--- src/rtl/core/slud_pkg.sv ---
`timescale 1ns / 1ps
// Package for the sorted list union unit: word types for both channels,
// command codes, and the command/status groups between controller and datapath.
// No dependencies.
package slud_pkg;

	localparam logic [1:0] CMD_LOAD_A = 2'd0;
	localparam logic [1:0] CMD_LOAD_B = 2'd1;
	localparam logic [1:0] CMD_RUN    = 2'd2;

	typedef struct packed {
		logic [1:0]         cmd;
		logic signed [31:0] value;
	} item_t;

	typedef struct packed {
		logic signed [31:0] out_value;
		logic               last;
		logic               empty_res;
		logic [5:0]         total;
		logic               overflow;
	} res_t;

	// controller -> datapath
	typedef struct packed {
		logic load_a;
		logic load_b;
		logic start;
		logic skip;
		logic emit;
		logic finish;
	} dp_cmd_t;

	// datapath -> controller
	typedef struct packed {
		logic skip_any;
		logic at_end;
		logic out_free;
		logic pend_valid;
	} dp_stat_t;

endpackage

--- src/rtl/core/slud_dp.sv ---
`timescale 1ns / 1ps
// Datapath of the sorted list union unit: both list memories, fill counts,
// walk pointers, head compare, one-word pending stage and the output register.
// Depends on slud_pkg.
module slud_dp #(
	parameter int LIST_DEPTH = 16
) (
	input  logic               clk,
	input  logic               arst_n,
	input  slud_pkg::dp_cmd_t  cmd,
	input  logic signed [31:0] load_value,
	output slud_pkg::dp_stat_t stat,
	output logic               res_valid,
	input  logic               res_stall,
	output slud_pkg::res_t     res
);

	localparam int AW = (LIST_DEPTH > 1) ? $clog2(LIST_DEPTH) : 1;
	localparam int CW = $clog2(LIST_DEPTH + 1);
	localparam logic [CW-1:0] DEPTH_C = CW'(LIST_DEPTH);
	localparam logic [CW-1:0] ONE_C   = CW'(1);

	logic signed [31:0] mem_a [LIST_DEPTH];
	logic signed [31:0] mem_b [LIST_DEPTH];
	logic signed [31:0] rd_a_q, rd_b_q;
	logic signed [31:0] last_a_q, last_b_q;
	logic signed [31:0] pend_q;
	logic [CW-1:0]      count_a_q, count_b_q;
	logic [CW-1:0]      ptr_a_q, ptr_b_q;
	logic               skip_a_q, skip_b_q;
	logic               drop_q;
	logic               pend_valid_q;
	logic [5:0]         k_q;
	logic               res_valid_q;
	slud_pkg::res_t     res_q;

	logic               full_a, full_b;
	logic               a_ok, b_ok, a_rep, b_rep;
	logic               take_a, take_b;
	logic signed [31:0] sel_val;
	logic               push_pend;

	assign full_a = (count_a_q == DEPTH_C);
	assign full_b = (count_b_q == DEPTH_C);

	// list memories: one write port (append), one registered read at the pointer
	always_ff @(posedge clk) begin
		if (cmd.load_a && !full_a)
			mem_a[count_a_q[AW-1:0]] <= load_value;
		rd_a_q <= mem_a[ptr_a_q[AW-1:0]];
	end

	always_ff @(posedge clk) begin
		if (cmd.load_b && !full_b)
			mem_b[count_b_q[AW-1:0]] <= load_value;
		rd_b_q <= mem_b[ptr_b_q[AW-1:0]];
	end

	assign a_ok  = (ptr_a_q < count_a_q);
	assign b_ok  = (ptr_b_q < count_b_q);
	// head still equal to the word just taken from that list: drop it
	assign a_rep = skip_a_q && a_ok && (rd_a_q == last_a_q);
	assign b_rep = skip_b_q && b_ok && (rd_b_q == last_b_q);

	always_comb begin
		take_a = 1'b0;
		take_b = 1'b0;
		if (a_ok && b_ok) begin
			if (rd_a_q == rd_b_q) begin
				take_a = 1'b1;
				take_b = 1'b1;
			end else if (rd_b_q < rd_a_q) begin
				take_b = 1'b1;
			end else begin
				take_a = 1'b1;
			end
		end else if (a_ok) begin
			take_a = 1'b1;
		end else begin
			take_b = b_ok;
		end
		sel_val = take_a ? rd_a_q : rd_b_q;
	end

	assign push_pend = cmd.emit && pend_valid_q;

	assign stat.skip_any   = a_rep || b_rep;
	assign stat.at_end     = !a_ok && !b_ok;
	assign stat.out_free   = !res_valid_q || !res_stall;
	assign stat.pend_valid = pend_valid_q;

	always_ff @(posedge clk or negedge arst_n) begin
		if (!arst_n) begin
			count_a_q    <= '0;
			count_b_q    <= '0;
			ptr_a_q      <= '0;
			ptr_b_q      <= '0;
			skip_a_q     <= 1'b0;
			skip_b_q     <= 1'b0;
			drop_q       <= 1'b0;
			pend_valid_q <= 1'b0;
			k_q          <= '0;
			res_valid_q  <= 1'b0;
		end else begin
			if (res_valid_q && !res_stall)
				res_valid_q <= 1'b0;

			if (cmd.load_a) begin
				if (full_a)
					drop_q <= 1'b1;
				else
					count_a_q <= count_a_q + ONE_C;
			end
			if (cmd.load_b) begin
				if (full_b)
					drop_q <= 1'b1;
				else
					count_b_q <= count_b_q + ONE_C;
			end

			if (cmd.start) begin
				ptr_a_q      <= '0;
				ptr_b_q      <= '0;
				skip_a_q     <= 1'b0;
				skip_b_q     <= 1'b0;
				pend_valid_q <= 1'b0;
				k_q          <= '0;
			end

			if (cmd.skip) begin
				if (a_rep)
					ptr_a_q <= ptr_a_q + ONE_C;
				else
					skip_a_q <= 1'b0;
				if (b_rep)
					ptr_b_q <= ptr_b_q + ONE_C;
				else
					skip_b_q <= 1'b0;
			end

			if (cmd.emit) begin
				skip_a_q     <= take_a;
				skip_b_q     <= take_b;
				if (take_a)
					ptr_a_q <= ptr_a_q + ONE_C;
				if (take_b)
					ptr_b_q <= ptr_b_q + ONE_C;
				pend_valid_q <= 1'b1;
				k_q          <= k_q + 6'd1;
				if (pend_valid_q)
					res_valid_q <= 1'b1;
			end

			if (cmd.finish) begin
				res_valid_q  <= 1'b1;
				pend_valid_q <= 1'b0;
				count_a_q    <= '0;
				count_b_q    <= '0;
				drop_q       <= 1'b0;
			end
		end
	end

	always_ff @(posedge clk) begin
		if (cmd.emit) begin
			if (take_a)
				last_a_q <= rd_a_q;
			if (take_b)
				last_b_q <= rd_b_q;
			pend_q <= sel_val;
		end
		if (push_pend) begin
			res_q.out_value <= pend_q;
			res_q.last      <= 1'b0;
			res_q.empty_res <= 1'b0;
			res_q.total     <= '0;
			res_q.overflow  <= drop_q;
		end else if (cmd.finish) begin
			res_q.out_value <= pend_valid_q ? pend_q : '0;
			res_q.last      <= 1'b1;
			res_q.empty_res <= !pend_valid_q;
			res_q.total     <= pend_valid_q ? k_q : 6'd0;
			res_q.overflow  <= drop_q;
		end
	end

	assign res_valid = res_valid_q;
	assign res       = res_q;

endmodule

--- src/rtl/core/slud_ctrl.sv ---
`timescale 1ns / 1ps
// Controller of the sorted list union unit: accepts input words, sequences
// the read/step loop of a run and issues datapath commands.
// Depends on slud_pkg.
module slud_ctrl (
	input  logic               clk,
	input  logic               arst_n,
	input  logic               item_valid,
	output logic               item_stall,
	input  logic [1:0]         item_cmd,
	input  slud_pkg::dp_stat_t stat,
	output slud_pkg::dp_cmd_t  cmd
);

	typedef enum logic [2:0] {
		ST_IDLE = 3'b001,
		ST_READ = 3'b010,
		ST_STEP = 3'b100
	} state_t;

	state_t state_q, state_d;

	assign item_stall = (state_q != ST_IDLE);

	always_comb begin
		state_d = state_q;
		cmd     = '0;
		unique case (state_q)
			ST_IDLE: begin
				if (item_valid) begin
					unique case (item_cmd)
						slud_pkg::CMD_LOAD_A: cmd.load_a = 1'b1;
						slud_pkg::CMD_LOAD_B: cmd.load_b = 1'b1;
						slud_pkg::CMD_RUN: begin
							cmd.start = 1'b1;
							state_d   = ST_READ;
						end
						default: ;
					endcase
				end
			end
			ST_READ: begin
				state_d = ST_STEP;
			end
			ST_STEP: begin
				if (stat.skip_any) begin
					cmd.skip = 1'b1;
					state_d  = ST_READ;
				end else if (stat.at_end) begin
					// hold until the output register can take the final word
					if (stat.out_free) begin
						cmd.finish = 1'b1;
						state_d    = ST_IDLE;
					end
				end else if (!stat.pend_valid || stat.out_free) begin
					cmd.emit = 1'b1;
					state_d  = ST_READ;
				end
			end
			default: state_d = ST_IDLE;
		endcase
	end

	always_ff @(posedge clk or negedge arst_n) begin
		if (!arst_n)
			state_q <= ST_IDLE;
		else
			state_q <= state_d;
	end

endmodule

--- src/rtl/core/sorted_list_union_dedup_unit.sv ---
`timescale 1ns / 1ps
// Top level of the sorted list union unit: controller plus datapath.
// Depends on slud_pkg, slud_ctrl and slud_dp.
//
//   channel | handshake              | word
//   --------+------------------------+----------------------------------
//   item    | item_valid, item_stall | slud_pkg::item_t (cmd, value)
//   res     | res_valid, res_stall   | slud_pkg::res_t (out_value, last,
//           |                        |   empty_res, total, overflow)
//
// A run walks both lists through a registered read of each list memory: each
// distinct result word and each skip step (one step drops the next repeated
// element of one list or of both) passes through a read state and then a step
// state, and so does the close of the run. Input is stalled for the whole run.
// Reset clears counts, overflow flag and control; list contents stay undefined.
// A stalled output holds the walk once a second result word is ready.
module sorted_list_union_dedup_unit #(
	parameter int LIST_DEPTH = 16
) (
	input  logic            clk,
	input  logic            arst_n,
	input  logic            item_valid,
	output logic            item_stall,
	input  slud_pkg::item_t item,
	output logic            res_valid,
	input  logic            res_stall,
	output slud_pkg::res_t  res
);

	slud_pkg::dp_cmd_t  dp_cmd;
	slud_pkg::dp_stat_t dp_stat;

	slud_ctrl u_ctrl (
		.clk        (clk),
		.arst_n     (arst_n),
		.item_valid (item_valid),
		.item_stall (item_stall),
		.item_cmd   (item.cmd),
		.stat       (dp_stat),
		.cmd        (dp_cmd)
	);

	slud_dp #(
		.LIST_DEPTH (LIST_DEPTH)
	) u_dp (
		.clk        (clk),
		.arst_n     (arst_n),
		.cmd        (dp_cmd),
		.load_value (item.value),
		.stat       (dp_stat),
		.res_valid  (res_valid),
		.res_stall  (res_stall),
		.res        (res)
	);

endmodule

--- config.mk ---
export PLATFORM = sky130hd
export DESIGN_NAME = sorted_list_union_dedup_unit
export DESIGN_NICKNAME = d
export VERILOG_FILES = /design/src/rtl/core/slud_pkg.sv /design/src/rtl/core/slud_dp.sv /design/src/rtl/core/slud_ctrl.sv /design/src/rtl/core/sorted_list_union_dedup_unit.sv
export SDC_FILE = /design/constraint.sdc
export NUM_CORES = 1
export LEC_CHECK = 0
export BUFFER_PORTS_ARGS = -buffer_cell sky130_fd_sc_hd__buf_4
export CAP_MARGIN = 20
export CORE_ASPECT_RATIO = 1.5
export CORE_MARGIN = 8
export CORE_UTILIZATION = 40
export DETAILED_ROUTE_END_ITERATION = 8
export PLACE_DENSITY = 0.53
export SLEW_MARGIN = 20
export SYNTH_ARGS = -nofsm -noshare
export SYNTH_HDL_FRONTEND = slang
export SYNTH_SLANG_ARGS = --single-unit
export TNS_END_PERCENT = 1
--- constraint.sdc ---
create_clock -name clk -period 6.1 [get_ports clk]
set_clock_uncertainty 0.2 [all_clocks]
set_input_delay 1.22 -clock clk [delete_from_list [all_inputs] [get_ports clk]]
set_output_delay 1.22 -clock clk [all_outputs]
set_load 0.05 [all_outputs]
**Word-level counts from Yosys, hierarchy flattened**

Memories as Yosys holds them, arrays and structs flattened. A register that Yosys moved wholly into a read port is not among the register bits.
Cells that the tools add are included.

- Bits in registers: 171
- RAM bits: 1,024
- Input bits: 38
- Logic and storage cells: 151
- Memories kept: 2

- Add/sub/neg operators: 5
- $lt $le $gt $ge: 3
- Eq/ne operators: 17
- Multiplexer cells: 74
- Reductions and logical operators: 31

Memories:

| memory | depth | width | read ports | clocked after memory_dff | wr ports | RTL line | RTL |
|---|---|---|---|---|---|---|---|
| u_dp.mem_a | 16 | 32 | 1 | 1 | 1 | slud_dp.sv:23 | `logic signed [31:0] mem_a [LIST_DEPTH];` |
| u_dp.mem_b | 16 | 32 | 1 | 1 | 1 | slud_dp.sv:24 | `logic signed [31:0] mem_b [LIST_DEPTH];` |

Operators with widths:

| kind | number |
|---|---|
| 32-bit == test | 3 |
| 41-bit two-way mux | 2 |
| 5-bit two-way mux | 16 |
| 32-bit two-way mux | 2 |
| 1-bit two-way mux | 40 |
| 32-bit less-than comparator | 1 |
| 3-bit two-way mux | 9 |
| 5-bit by 1-bit adder with 5-bit output (second input constant) | 4 |
| 6-bit two-way mux | 3 |
| 5-bit == test (second input constant) | 2 |
| 1-bit logical AND | 10 |
| 5-bit less-than comparator | 2 |
| 3-bit one-hot mux with 3 select lines | 1 |
| 2-bit inequality test (second input constant) | 4 |
| 4-bit by 3-bit inequality test with 1-bit output (second input constant) | 2 |
| 2-bit AND reduction | 4 |
| 2-bit nonzero test | 4 |
| 1-bit zero test | 7 |
| 6-bit by 1-bit adder with 6-bit output (second input constant) | 1 |
| 4-bit AND reduction | 1 |
| 3-bit by 1-bit == test with 1-bit output (second input constant) | 1 |
| 3-bit by 2-bit == test with 1-bit output (second input constant) | 1 |
| 3-bit == test (second input constant) | 1 |
| 1-bit logical OR | 3 |
| 6 further kinds | 6 |

**Depth between registers and ports, before layout**

- Depth in word-level cells: 10
- Gate-level depth with buffers: 14
- Gate-level depth less buffers: 12

**Cells and area by module**

Synthesis repeated with hierarchy kept, for this count alone.

- Cells, all modules: 2,249
- Area total of the unflattened synthesis: 48,191.2 um^2

By module, submodules not included:

| module | instances | cells each | area an instance (um^2) | sequential area each (um^2) |
|---|---|---|---|---|
| slud_dp | 1 | 2,220 | 47,952.2 | 36,840.3 |
| slud_ctrl | 1 | 29 | 239.0 | 76.3 |

**Worst setup path after synthesis**

No wires, ideal clock.

- Path type: input to register
- Start: input port item[33] in the netlist's numbering
- End: memory u_dp.mem_b[3][0], enable pin
- Library setup time: 0.501 ns
- Data arrival time: 4.989 ns
- Slack: 0.410 ns
- Stages: 4
- Cells stage by stage: nor3b_1 > nand2_1 > a31o_2 > nor4_1

- Cells in the longest elaborated chain, start to end: 7

Ends and longest elaborated chain:

| what | RTL line | RTL |
|---|---|---|
| start, declared | sorted_list_union_dedup_unit.sv:24 | `input slud_pkg::item_t item,` |
| 2-bit by 1-bit == test with 1-bit output | slud_ctrl.sv:31 | `unique case (item_cmd)` |
| 1-bit two-way mux | slud_ctrl.sv:31 |  |
| 3-bit two-way mux | slud_ctrl.sv:30 | `if (item_valid) begin` |
| 3-bit two-way mux | slud_ctrl.sv:28 | `unique case (state_q)` |
| 1-bit logical AND | slud_dp.sv:54 | `if (cmd.load_b && !full_b)` |
| 1-bit two-way mux | slud_dp.sv:54 |  |
| 1-bit two-way mux (not written as such) | slud_dp.sv:55 | `mem_b[count_b_q[AW-1:0]] <= load_value;` |
| end, declared | slud_dp.sv:24 |  |

No other way between the ends.

**Worst setup path after layout**

- Start: register u_dp.ptr_b_q[1]
- End: register u_dp.res_q, in the netlist u_dp.res[30], enable pin

- Cells in the longest elaborated chain, start to end: 8
- Elaborated cells between the ends (all ways): 12

Ends and longest elaborated chain:

| what | RTL line | RTL |
|---|---|---|
| start, declared | slud_dp.sv:29 | `logic [CW-1:0] ptr_a_q, ptr_b_q;` |
| start signal, assigned | slud_dp.sv:136 | `ptr_b_q <= ptr_b_q + ONE_C;` |
| start signal, assigned | slud_dp.sv:147 | `ptr_b_q <= ptr_b_q + ONE_C;` |
| 5-bit less-than comparator * | slud_dp.sv:60 | `assign b_ok = (ptr_b_q < count_b_q);` |
| 1-bit zero test or 1-bit logical AND (tied branches) | slud_dp.sv:88, slud_dp.sv:63 |  |
| 1-bit logical AND, on equally long branches | slud_dp.sv:88, slud_dp.sv:63 |  |
| 1-bit two-way mux or 1-bit logical OR (tied branches) | slud_ctrl.sv:49, slud_dp.sv:87 |  |
| 2-bit two-way mux * | slud_ctrl.sv:46 | `if (stat.skip_any) begin` |
| 3-bit two-way mux * | slud_ctrl.sv:28 |  |
| 1-bit logical AND | slud_dp.sv:85 | `assign push_pend = cmd.emit && pend_valid_q;` |
| 2-bit nonzero test (no line) * | -- |  |
| end, declared | slud_dp.sv:35 | `slud_pkg::res_t res_q;` |

Every way passes the cells marked *; elsewhere a longest branch is shown, timed or not.
A chain may end at the register's enable or synchronous reset.

==> flow_summary.toml <==
[status]
status = "finished, final reports clean"

[cells_and_area]
nets = 2427
fin_util_pct = 45.6
nFillCells = 10000
area_growth_pct = 13.7
drive_gt1_share_pct = 29.6

[power]
p_seq_share_pct = 54.5
power.density_nw_per_um2 = 326
combPwrFrac_pct = 4.6
power_switching_mw = 3.85
power.leakage_nw = 17.1
clockPowerShare_pct = 40.9
p_sw_share_pct = 21.6
internal-power_mw = 14.0
irDropWorstVdd_mv = 0.267
power_mw = 17.8

[worst_setup_path]
startpoint_type = "register"
end_kind = "register"
arrival_ns = 4.82
worstPathRequired_ns = 6.30
reg2reg_from = "u_dp.ptr_b_q[1]$_DFF_PN0_"
criticalPathCategory = "reg2reg"
worstPathMaxFanout = 30
setup.worst_path.start = "u_dp.ptr_b_q[1]$_DFF_PN0_"

[logic_synthesis]
synth_area_um2 = 48100
yosys_warnings = 0
synthAdderAreaFrac_pct = 1.33
synth_ff_type = "edfxtp_1"
synth.distinct_cells = 55
netlist_instances = 2179
yosysSeqAreaShare_pct = 76.7
syn_avg_cell_area_um2 = 22.1
muxShareOfSynthArea_pct = 15.8
synth_edf_count = 1153
synth-simple-area-share_pct = 2.65
synth_top_family_by_area = "multiplexers"
synthArstFlopShare_pct = 2.70
synth-compound-area-share_pct = 0.983
synth_nets = 2268
synth_xor_xnor_area_share_pct = 1.37
ys_seq_elements = 1259

[timing]
period_share_pct = 75.7
final_hold_viol_count = 0
rsz0062_at_grt = "false"
setup_viol = 0
fmax_mhz = 217
min_period_ns = 4.62
max_slew_margin_pct = 26.9
tightest_slew_ns = 1.09
slew_viol_final = 0
setup_tns_ns = 0

[flow_run]
maxCapViolCount = 0

[clock_tree]
numClockSinks = 1259
cts_setup_buffers = 0
post_cts_resized = 0
cts_tree = "yes"
clock_latency_ns = 0.75
root_buffer = "clkbuf_16"
cts_buffers = 115
clkTransAtPathRegs_ns = 0.07
cts_hold_buf = 0
clockBufferDepth = 3
h-tree-depth = 3

[route]
routed_wl_um = 116000
vias_per_cell = 5.45
post_drt_wl_per_cell_um = 28.9
ant_nets = 0
drc_errors = 0
drtIter0Drc = 1948
via_count = 21900
first_pass_iters = 5

[placed_design]
dpl.hpwl_um = 71600
globalplace.congestion = 0.864
io_buffers = 80

[floorplan]
die-width_um = 299
core_um2 = 120000
die-area_um2 = 132000
io_pins = 81
rows = 156
initial_utilization_pct = 40.1
die_h_um = 441

[global_routing]
gr-total-overflow = 0
grt_pass1_wl_um = 168000
grt.total_usage_pct = 17.6
grt_pass1_vias = 23400
grt_max_degree = 69
antenna_found_initial = 2

[min_path]
hold_path.class = "in2async"
[sequential cells by signal (all words and copies together), names as in the netlist, 6 cells and up]
name and cells:
u_dp.last_a_q 32, u_dp.pend_q 32, u_dp.mem_a 512, u_dp.last_b_q 32
u_dp.k_q 6, u_dp.rd_a_q 32, u_dp.res 41, u_dp.rd_b_q 32
u_dp.mem_b 512
[metrics by stage]
stage | area, um^2 | hold WS, ns | setup WS (ns) | cells
finish | 54700 | 0.263 | 1.48 | 4024
floorplan | 48100 | 0.251 | 0.410 | 2179
global placement | 50800 | 0.278 | 1.72 | 3801
CTS | 54700 | 0.211 | 1.57 | 4021
global route | 54700 | 0.270 | 1.28 | 4023
detailed placement | 50800 | 0.271 | 1.58 | 3801
[power by group through the flow]
stage / Sequential, mW / Combinational [mW] / Clock [mW]
finish: 9.72 / 0.812 / 7.30
global route: 9.73 / 0.881 / 7.77
CTS: 9.72 / 0.823 / 7.48
detailed placement: 9.91 / 0.819 / 0
global placement: 9.90 / 0.801 / 0
floorplan: 9.85 / 0.481 / 0
[worst max-delay path: stages, from the launching register on]
cell	delay (ns)
dfrtp_4	0.69
ha_1	0.38
nand2_1	0.06
o21ai_0	0.18
a31oi_1	0.29
nor2_1	0.33
and3_1	0.79
nor2_1	0.32
inv_1	0.64
buf_4	0.39
[cells by family (layout without fill, tap and decap cells)]
family,after synthesis,count (layout)
buf+inv,139,401
compound gates,71,71
mux,356,356
xor+xnor,75,75
simple gates,228,228
fa+ha+maj,51,51
other cells,0,3
flops,1259,1259
[cell type report]
| cell class | instances | area, um^2 | share of cell area, % |
|---|---|---|---|
| diodes | 3 | 7.51 | 0.0137 |
| clock buffers | 159 | 3250 | 5.93 |
| clock inverters | 61 | 611 | 1.12 |
| inverters | 50 | 188 | 0.343 |
| multi-input cells | 781 | 10700 | 19.6 |
| flip-flops and latches | 1259 | 36900 | 67.5 |
| well taps | 1580 | 1980 | 3.61 |
| repair buffers | 131 | 983 | 1.80 |
[path summary, 6_finish.rpt]
| check | to | slack [ns] | cells after the start |
|---|---|---|---|
| worst max-delay path | u_dp.res[30]$_DFFE_PP_ | 1.48 | 9 |
| worst min register to register | u_dp.res[6]$_SDFFE_PP0P_ | 0.29 | 1 |
| max in group asynchronous | u_dp.ptr_a_q[0]$_DFF_PN0_ | 5.02 | 1 |
| min in group clk | u_dp.res[6]$_SDFFE_PP0P_ | 0.29 | 1 |
| worst min-delay path | u_dp.count_b_q[2]$_DFFE_PN0P_ | 0.26 | 1 |
| worst max register to register | u_dp.res[30]$_DFFE_PP_ | 1.48 | 9 |
[Yosys cell counts, drive strengths merged, types with 4 or more instances]
| library cell | instances | area share (%) |
|---|---|---|
| edfxtp | 1153 | 72 |
| mux4 | 320 | 15 |
| dfxtp | 72 | 3.0 |
| and2 | 58 | 0.75 |
| clkbuf | 56 | 0.44 |
| ha | 51 | 1.3 |
| inv | 50 | 0.39 |
| xnor2 | 38 | 0.69 |
| xor2 | 37 | 0.67 |
| buf | 33 | 0.30 |
| dfrtp | 33 | 1.7 |
| nor2 | 33 | 0.26 |
| mux2 | 32 | 0.75 |
| nand2 | 28 | 0.23 |
| nand3 | 25 | 0.26 |
| nand4 | 23 | 0.30 |
| o21ai | 21 | 0.22 |
| a21oi | 18 | 0.19 |
| nor4 | 16 | 0.21 |
| nor3 | 12 | 0.12 |
| and3 | 9 | 0.12 |
| nor3b | 8 | 0.12 |
| a21o | 7 | 0.11 |
| a22o | 6 | 0.11 |
| nand2b | 5 | 0.081 |
| nor2b | 5 | 0.065 |
| mux2i | 4 | 0.083 |
[cell usage in the layout, fill, tap and decap left out, drive strengths merged, types with 3 or more instances in the layout]
cell type / n
edfxtp: 1153
mux4: 320
clkbuf: 159
buf: 131
dfxtp: 72
and2: 58
inv: 55
ha: 51
clkinv: 41
xnor2: 38
xor2: 37
nor2: 33
dfrtp: 33
mux2: 32
nand2: 28
nand3: 25
nand4: 23
o21ai: 21
a21oi: 18
nor4: 16
nor3: 12
and3: 9
bufinv: 8
nor3b: 8
a21o: 7
clkinvlp: 7
a22o: 6
nor2b: 5
nand2b: 5
mux2i: 4
diode: 3
a31oi: 3
a22oi: 3
[metal layers]
layer  global-route usage (%)  routed length, um  share of wire (%)
met1                     22.4              46900                 40
met5                        0                  0                  0
met3                     2.05               4680                4.0
met4                     6.09               3480                3.0
met2                     31.1              61100                 53
No activity file was read; power rests on OpenSTA's default activity.
